--- config.mk ---
export PLATFORM = sky130hd
export DESIGN_NAME = ordered_list_append_delete
export DESIGN_NICKNAME = d
export VERILOG_FILES = /design/src/rtl/core/olad_pkg.sv /design/src/rtl/core/olad_ram.sv /design/src/rtl/core/olad_ctrl.sv /design/src/rtl/core/olad_out.sv /design/src/rtl/core/ordered_list_append_delete.sv
export SDC_FILE = /design/constraint.sdc
export NUM_CORES = 1
export LEC_CHECK = 0
export CORE_UTILIZATION = 53
export CTS_BUF_LIST = sky130_fd_sc_hd__clkbuf_2
export CTS_CLUSTER_DIAMETER = 150
export DETAILED_ROUTE_END_ITERATION = 8
export DONT_BUFFER_PORTS = 1
export PLACE_DENSITY_LB_ADDON = 0.3
export SLEW_MARGIN = 10
export SYNTH_ARGS = -nofsm -noshare
export SYNTH_HDL_FRONTEND = slang
export SYNTH_SLANG_ARGS = --single-unit
--- constraint.sdc ---
create_clock -name i_clk -period 11.35 [get_ports i_clk]
set_input_delay 0.5675 -clock i_clk [delete_from_list [all_inputs] [get_ports i_clk]]
set_output_delay 0.5675 -clock i_clk [all_outputs]
set_load 0.02 [all_outputs]
--- src/rtl/core/olad_pkg.sv ---
// shared constants, codes and types of the ordered list block
`default_nettype none
package olad_pkg;

    localparam int DEPTH = 16;
    localparam int IDX_W = $clog2(DEPTH);
    localparam int CNT_W = $clog2(DEPTH + 1);
    localparam int DATA_W = 32;
    localparam int OP_W = 2;
    localparam int ST_W = 2;
    localparam int POS_W = 4;

    localparam logic [OP_W-1:0] OP_APPEND = 2'd0;
    localparam logic [OP_W-1:0] OP_DELETE = 2'd1;
    localparam logic [OP_W-1:0] OP_DUMP   = 2'd2;

    localparam logic [ST_W-1:0] ST_OK        = 2'd0;
    localparam logic [ST_W-1:0] ST_NOT_FOUND = 2'd1;
    localparam logic [ST_W-1:0] ST_FULL      = 2'd2;
    localparam logic [ST_W-1:0] ST_EMPTY     = 2'd3;

    typedef struct packed {
        logic [ST_W-1:0]   status;
        logic [DATA_W-1:0] element;
        logic [POS_W-1:0]  position;
        logic              last;
    } t_result;

endpackage
`default_nettype wire

--- src/rtl/core/olad_ram.sv ---
// generic single write port ram with registered read and read enable
`default_nettype none
module olad_ram #(
    parameter int WIDTH = 32,
    parameter int DEPTH = 16
) (
    input  wire logic                     i_clk,
    input  wire logic                     i_wr_en,
    input  wire logic [$clog2(DEPTH)-1:0] i_wr_addr,
    input  wire logic [WIDTH-1:0]         i_wr_data,
    input  wire logic                     i_rd_en,
    input  wire logic [$clog2(DEPTH)-1:0] i_rd_addr,
    output logic      [WIDTH-1:0]         o_rd_data
);

    logic [WIDTH-1:0] r_mem [DEPTH];
    logic [WIDTH-1:0] r_rd_data;

    always_ff @(posedge i_clk) begin
        if (i_wr_en) begin
            r_mem[i_wr_addr] <= i_wr_data;
        end
        if (i_rd_en) begin
            r_rd_data <= r_mem[i_rd_addr];
        end
    end

    assign o_rd_data = r_rd_data;

endmodule
`default_nettype wire

--- src/rtl/core/olad_ctrl.sv ---
// sequencer: append, search and shift for delete, dump walk over the entry ram
`default_nettype none
module olad_ctrl (
    input  wire logic                         i_clk,
    input  wire logic                         i_rst_n,
    input  wire logic                         i_in_valid,
    output logic                              o_in_ready,
    input  wire logic [olad_pkg::OP_W-1:0]    i_operation,
    input  wire logic [olad_pkg::DATA_W-1:0]  i_value,
    output logic                              o_res_vld,
    output olad_pkg::t_result                 o_res,
    input  wire logic                         i_res_free
);

    localparam logic [2:0] S_IDLE  = 3'd0;
    localparam logic [2:0] S_SRCH  = 3'd1;
    localparam logic [2:0] S_SHIFT = 3'd2;
    localparam logic [2:0] S_DUMP  = 3'd3;
    localparam logic [2:0] S_RESP  = 3'd4;

    localparam int IW = olad_pkg::IDX_W;
    localparam int CW = olad_pkg::CNT_W;

    logic [2:0]                    r_state, n_state;
    logic [CW-1:0]                 r_occ, n_occ;
    logic [IW-1:0]                 r_idx, n_idx;
    logic [olad_pkg::DATA_W-1:0]   r_val, n_val;
    logic [olad_pkg::ST_W-1:0]     r_status, n_status;

    logic                          wr_en;
    logic [IW-1:0]                 wr_addr;
    logic [olad_pkg::DATA_W-1:0]   wr_data;
    logic                          rd_en;
    logic [IW-1:0]                 rd_addr;
    logic [olad_pkg::DATA_W-1:0]   rd_data;

    logic [CW-1:0]                 occ_m1;
    logic [IW-1:0]                 idx_inc;
    logic                          is_tail;
    logic                          next_is_tail;
    logic                          accept;

    olad_ram #(
        .WIDTH (olad_pkg::DATA_W),
        .DEPTH (olad_pkg::DEPTH)
    ) u_ram (
        .i_clk     (i_clk),
        .i_wr_en   (wr_en),
        .i_wr_addr (wr_addr),
        .i_wr_data (wr_data),
        .i_rd_en   (rd_en),
        .i_rd_addr (rd_addr),
        .o_rd_data (rd_data)
    );

    assign occ_m1       = r_occ - 1'b1;
    assign idx_inc      = r_idx + 1'b1;
    assign is_tail      = (CW'(r_idx) == occ_m1);
    assign next_is_tail = (CW'(idx_inc) == occ_m1);
    assign o_in_ready   = (r_state == S_IDLE);
    assign accept       = i_in_valid && o_in_ready;

    always_comb begin
        n_state  = r_state;
        n_occ    = r_occ;
        n_idx    = r_idx;
        n_val    = r_val;
        n_status = r_status;
        wr_en    = 1'b0;
        wr_addr  = r_idx;
        wr_data  = rd_data;
        rd_en    = 1'b0;
        rd_addr  = idx_inc;
        o_res_vld = 1'b0;
        o_res     = '{status: r_status, element: '0, position: '0, last: 1'b1};

        case (r_state)
            S_IDLE: begin
                if (accept) begin
                    n_val = i_value;
                    case (i_operation)
                        olad_pkg::OP_APPEND: begin
                            n_state = S_RESP;
                            if (r_occ == CW'(olad_pkg::DEPTH)) begin
                                n_status = olad_pkg::ST_FULL;
                            end else begin
                                wr_en    = 1'b1;
                                wr_addr  = r_occ[IW-1:0];
                                wr_data  = i_value;
                                n_occ    = r_occ + 1'b1;
                                n_status = olad_pkg::ST_OK;
                            end
                        end
                        olad_pkg::OP_DELETE: begin
                            if (r_occ == '0) begin
                                n_status = olad_pkg::ST_NOT_FOUND;
                                n_state  = S_RESP;
                            end else begin
                                rd_en   = 1'b1;
                                rd_addr = '0;
                                n_idx   = '0;
                                n_state = S_SRCH;
                            end
                        end
                        olad_pkg::OP_DUMP: begin
                            if (r_occ == '0) begin
                                n_status = olad_pkg::ST_EMPTY;
                                n_state  = S_RESP;
                            end else begin
                                rd_en   = 1'b1;
                                rd_addr = '0;
                                n_idx   = '0;
                                n_state = S_DUMP;
                            end
                        end
                        default: begin
                            n_state = S_IDLE;
                        end
                    endcase
                end
            end
            S_SRCH: begin
                // read of the next entry is issued every cycle, compare uses last read
                rd_en = 1'b1;
                if (rd_data == r_val) begin
                    if (is_tail) begin
                        n_occ    = r_occ - 1'b1;
                        n_status = olad_pkg::ST_OK;
                        n_state  = S_RESP;
                    end else begin
                        n_state = S_SHIFT;
                    end
                end else if (is_tail) begin
                    n_status = olad_pkg::ST_NOT_FOUND;
                    n_state  = S_RESP;
                end else begin
                    n_idx = idx_inc;
                end
            end
            S_SHIFT: begin
                // rd_data holds the entry after r_idx
                wr_en = 1'b1;
                if (next_is_tail) begin
                    n_occ    = r_occ - 1'b1;
                    n_status = olad_pkg::ST_OK;
                    n_state  = S_RESP;
                end else begin
                    rd_en   = 1'b1;
                    rd_addr = idx_inc + 1'b1;
                    n_idx   = idx_inc;
                end
            end
            S_DUMP: begin
                o_res_vld = 1'b1;
                o_res = '{status:   olad_pkg::ST_OK,
                          element:  rd_data,
                          position: olad_pkg::POS_W'(r_idx),
                          last:     is_tail};
                if (i_res_free) begin
                    if (is_tail) begin
                        n_state = S_IDLE;
                    end else begin
                        rd_en = 1'b1;
                        n_idx = idx_inc;
                    end
                end
            end
            S_RESP: begin
                o_res_vld = 1'b1;
                if (i_res_free) begin
                    n_state = S_IDLE;
                end
            end
            default: begin
                n_state = S_IDLE;
            end
        endcase
    end

    always_ff @(posedge i_clk) begin
        if (!i_rst_n) begin
            r_state <= S_IDLE;
            r_occ   <= '0;
        end else begin
            r_state <= n_state;
            r_occ   <= n_occ;
        end
        r_idx    <= n_idx;
        r_val    <= n_val;
        r_status <= n_status;
    end

endmodule
`default_nettype wire

--- src/rtl/core/olad_out.sv ---
// output register stage holding one result transaction
`default_nettype none
module olad_out (
    input  wire logic               i_clk,
    input  wire logic               i_rst_n,
    input  wire logic               i_res_vld,
    input  wire olad_pkg::t_result  i_res,
    output logic                    o_res_free,
    output logic                    o_out_valid,
    input  wire logic               i_out_ready,
    output olad_pkg::t_result       o_res
);

    logic              r_vld, n_vld;
    olad_pkg::t_result r_res, n_res;

    assign o_res_free = !r_vld || i_out_ready;

    always_comb begin
        n_vld = r_vld;
        n_res = r_res;
        if (o_res_free) begin
            n_vld = i_res_vld;
            if (i_res_vld) begin
                n_res = i_res;
            end
        end
    end

    always_ff @(posedge i_clk) begin
        if (!i_rst_n) begin
            r_vld <= 1'b0;
        end else begin
            r_vld <= n_vld;
        end
        r_res <= n_res;
    end

    assign o_out_valid = r_vld;
    assign o_res       = r_res;

endmodule
`default_nettype wire

--- src/rtl/core/ordered_list_append_delete.sv ---
// top level of the ordered list block: append, delete first match, dump
//
// input channel (i_in_valid / o_in_ready) carries an operation and a value;
// output channel (o_out_valid / i_out_ready) carries status, element,
// position and last, one transaction per result.
// one input transaction is worked on at a time; o_in_ready is high only
// while the sequencer is idle, even if a result still waits in the output
// register.
// append and empty-list operations: the result passes from the response
// state to the output register; the next transaction is accepted once the sequencer is idle again.
// delete: entries are compared one by one up to the match (entry ram read
// port), then the entries behind it are moved down one by one to close the
// gap, then the result is handed over.
// dump: one result per cycle while the receiver takes them, the first entry
// read as the transaction is accepted; last is set on the tail entry.
// a stalled receiver holds the output register and the sequencer waits.
// reset empties the list at once; no clearing pass of the entry ram.
`default_nettype none
module ordered_list_append_delete (
    input  wire logic                               i_clk,
    input  wire logic                               i_rst_n,
    input  wire logic                               i_in_valid,
    output logic                                    o_in_ready,
    input  wire logic        [olad_pkg::OP_W-1:0]   i_operation,
    input  wire logic signed [olad_pkg::DATA_W-1:0] i_value,
    output logic                                    o_out_valid,
    input  wire logic                               i_out_ready,
    output logic             [olad_pkg::ST_W-1:0]   o_status,
    output logic signed      [olad_pkg::DATA_W-1:0] o_element,
    output logic             [olad_pkg::POS_W-1:0]  o_position,
    output logic                                    o_last
);

    logic              res_vld;
    logic              res_free;
    olad_pkg::t_result res;
    olad_pkg::t_result out_res;

    olad_ctrl u_ctrl (
        .i_clk       (i_clk),
        .i_rst_n     (i_rst_n),
        .i_in_valid  (i_in_valid),
        .o_in_ready  (o_in_ready),
        .i_operation (i_operation),
        .i_value     (i_value),
        .o_res_vld   (res_vld),
        .o_res       (res),
        .i_res_free  (res_free)
    );

    olad_out u_out (
        .i_clk       (i_clk),
        .i_rst_n     (i_rst_n),
        .i_res_vld   (res_vld),
        .i_res       (res),
        .o_res_free  (res_free),
        .o_out_valid (o_out_valid),
        .i_out_ready (i_out_ready),
        .o_res       (out_res)
    );

    assign o_status   = out_res.status;
    assign o_element  = out_res.element;
    assign o_position = out_res.position;
    assign o_last     = out_res.last;

endmodule
`default_nettype wire

==> flow_summary.ini <==
[status]
status = completed

[logic_synthesis]
syn_inst = 1677
syn_area_sq_um = 26000
ys_warn_count = 0
synth.avg_cell_area_sq_um = 15.5
yosys.area.top_type_share = 0.717
synthTopCellsByArea = edfxtp_1 72%, nand2_1 3.0%, mux2_2 2.8%, mux2i_1 2.6%, and2_1 2.5%
yosysSeqAreaShare = 0.724
syn_nets = 1724
async_flop_share = 0
synth_top_area_cell = edfxtp_1
synth_edf_count = 621
synth_ff_type = edfxtp_1
ys_ff_latch = 630
yosysUniqueCellTypes = 57

[floorplanning]
fp.coreArea_sq_um = 48000
dieHeight_um = 224
pin_count = 79
die_area_sq_um = 50000
rows = 80
start_util = 0.541
die_w_um = 224

[clocking]
post_cts_buffers = 0
cts.sinks = 630
ctsHoldBuffers = 74
h-tree-depth = 4
clk_latency_ns = 1.32
cts_tree = done
cts_resized = 0
cts_buffers = 156
clockBufferDepth = 3
root_buffer = clkbuf_2
path_clk_slew_ns = 0.12

[global_route]
grt_start_max_net_pins = 92
grt_usage = 0.254
grt_pass1_vias = 15246
grt_pass1_wl_um = 92100
antenna_found_initial = 2
overflow = 0

[pwr]
pwr_density_cell_nw_per_um2 = 274
peakVddDrop_v = 0.000175
p_leak_nw = 9.82

[layout]
area_delta_synth_final_pct = 10.4
seqCellArea_sq_um = 18800
stdcell_count = 2548
nets = 1879
drive_above_1_share = 0.206
multi_input_area_sq_um = 6710
mostFrequentLayoutCell = edfxtp_1
fillers = 3651
final_cell_mix = 621 x edfxtp_1, 221 x clkbuf_2, 207 x nand2_1

[worst_setup_path]
start_kind = register
cp-end-kind = register
cp.arrival_ns = 6.52
critPathRequiredTime_ns = 12.33
path_max_fanout = 79
path_class = reg2reg
rr_worst_depth = 12

[placed_design]
hpwl_um = 31300
gp_congestion = 0.841
place_inst = 2215
port_buffers = 0

[timing]
slew_headroom = 0.234
fin_crit_sh = 0.488
slew_violations = 0
finClkSkew_ns = 0.103
finalSetupTns_ns = 0
fmax_ghz = 0.180
tightestPinTransition_ns = 1.15
hold_violations = 0
rsz0062_at_grt = no
finalSetupViolations = 0
period_needed_ns = 5.54

[route]
antenna_left = 0
drc = 0
drt_wl_total_um = 62400
drtPass1Iterations = 5
viasPerCell = 6.01
vias = 15307
drtIter0Drc = 1671
wl_per_cell_um = 24.5

[run]
cap_violations = 0

[worst_hold_path]
worstHoldPathCells = 4
hold_class = in2reg
==> registers in the layout, indices dropped and copies added, names as in the netlist <==
signal                  count
u_ctrl.r_status             2
u_ctrl.r_state              3
u_out.o_out_valid           1
u_ctrl.r_occ                5
u_out.o_res                39
u_ctrl.r_idx                4
u_ctrl.u_ram.r_mem        512
u_ctrl.r_val               32
u_ctrl.u_ram.o_rd_data     32
==> logic make-up after synthesis <==
logic type,synth area share
simple gates,0.0915
buf+inv,0.0256
fa+ha+maj,0.00433
flops,0.724
mux,0.0548
xor+xnor,0.0187
compound gates,0.0813
==> metal layers <==
| metal | vias up | wire length [um] | GRT usage |
|---|---|---|---|
| met3 | 94 | 4760 | 0.0672 |
| li1 | 6863 | - | - |
| met5 | - | 0 | 0 |
| met2 | 683 | 30600 | 0.416 |
| met1 | 7667 | 25900 | 0.334 |
| met4 | 0 | 1070 | 0.0784 |
==> cells in the mapped netlist, types with 2 or more instances <==
library cell  instances
nor3b_1               4
and2_1              106
nand4_1               8
nand2b_1              3
nor4_1                2
a31oi_1              69
xnor2_1              45
mux2_2               65
ha_1                  9
inv_1                 8
o32ai_1              33
xor2_1                3
nor3_1               13
a21boi_0              2
a221o_1              32
buf_4                 8
nor2_1               42
nand4b_1              2
buf_2                22
mux2i_1              67
dfxtp_1               9
nor2b_1               6
edfxtp_1            621
a21oi_1               7
nand3_1               6
clkbuf_1             55
a211oi_1             66
buf_6                14
o21ai_0              10
a211oi_2             31
and3_1               68
buf_8                 6
buf_1                 3
nand2_1             208
a22oi_1               2
==> per-stage QoR <==
step,hold slack (ns),setup slack (ns),instance area [sq um],utilization,power (mW)
after detailed placement,0.536,5.93,26600,0.553,6.35
after global routing,0.102,5.58,28700,0.598,8.27
after CTS,0.0109,5.91,28700,0.598,7.89
after global placement,0.544,6.10,26600,0.553,6.28
final,0.183,5.81,28700,0.598,7.87
after floorplan,0.509,6.53,26000,-,5.66
==> worst max-delay path: stages, from the launching register on <==
cell and delay [ns]:
edfxtp_1 0.62, ha_1 0.34, xor2_2 0.29, xnor2_1 0.12, and4_1 0.29, or4_4 0.53
nand3_4 0.73, buf_4 0.60, buf_4 0.76, mux2i_1 0.26, mux2_2 0.17, o32ai_1 0.08
a221o_1 0.30
==> power breakdown <==
part	leakage, nW	switching [mW]	internal (mW)
sequential	5.71	0.180	3.15
combinational	3.05	1.94	1.09
clock	1.07	0.869	0.652
==> final timing paths <==
path / start / endpoint / slack (ns)
min reg2reg: u_ctrl.r_status[1] / u_out.o_res[38] / 0.57
min: i_out_ready / u_ctrl.r_state[2] / 0.18
max reg2reg: u_ctrl.r_idx[0] / u_ctrl.u_ram.o_rd_data[29] / 5.81
max: u_ctrl.r_idx[0] / u_ctrl.u_ram.o_rd_data[29] / 5.81
==> layout make-up <==
class / count / area share
inverters: 8 / 0.00105
well taps: 615 / 0.0268
clock inverters: 35 / 0.0105
multi-input cells: 931 / 0.233
clock buffers: 221 / 0.0385
flip-flops and latches: 630 / 0.656
diodes: 3 / 0.000261
repair buffers: 105 / 0.0339
(Power assumes the default switching activity.)
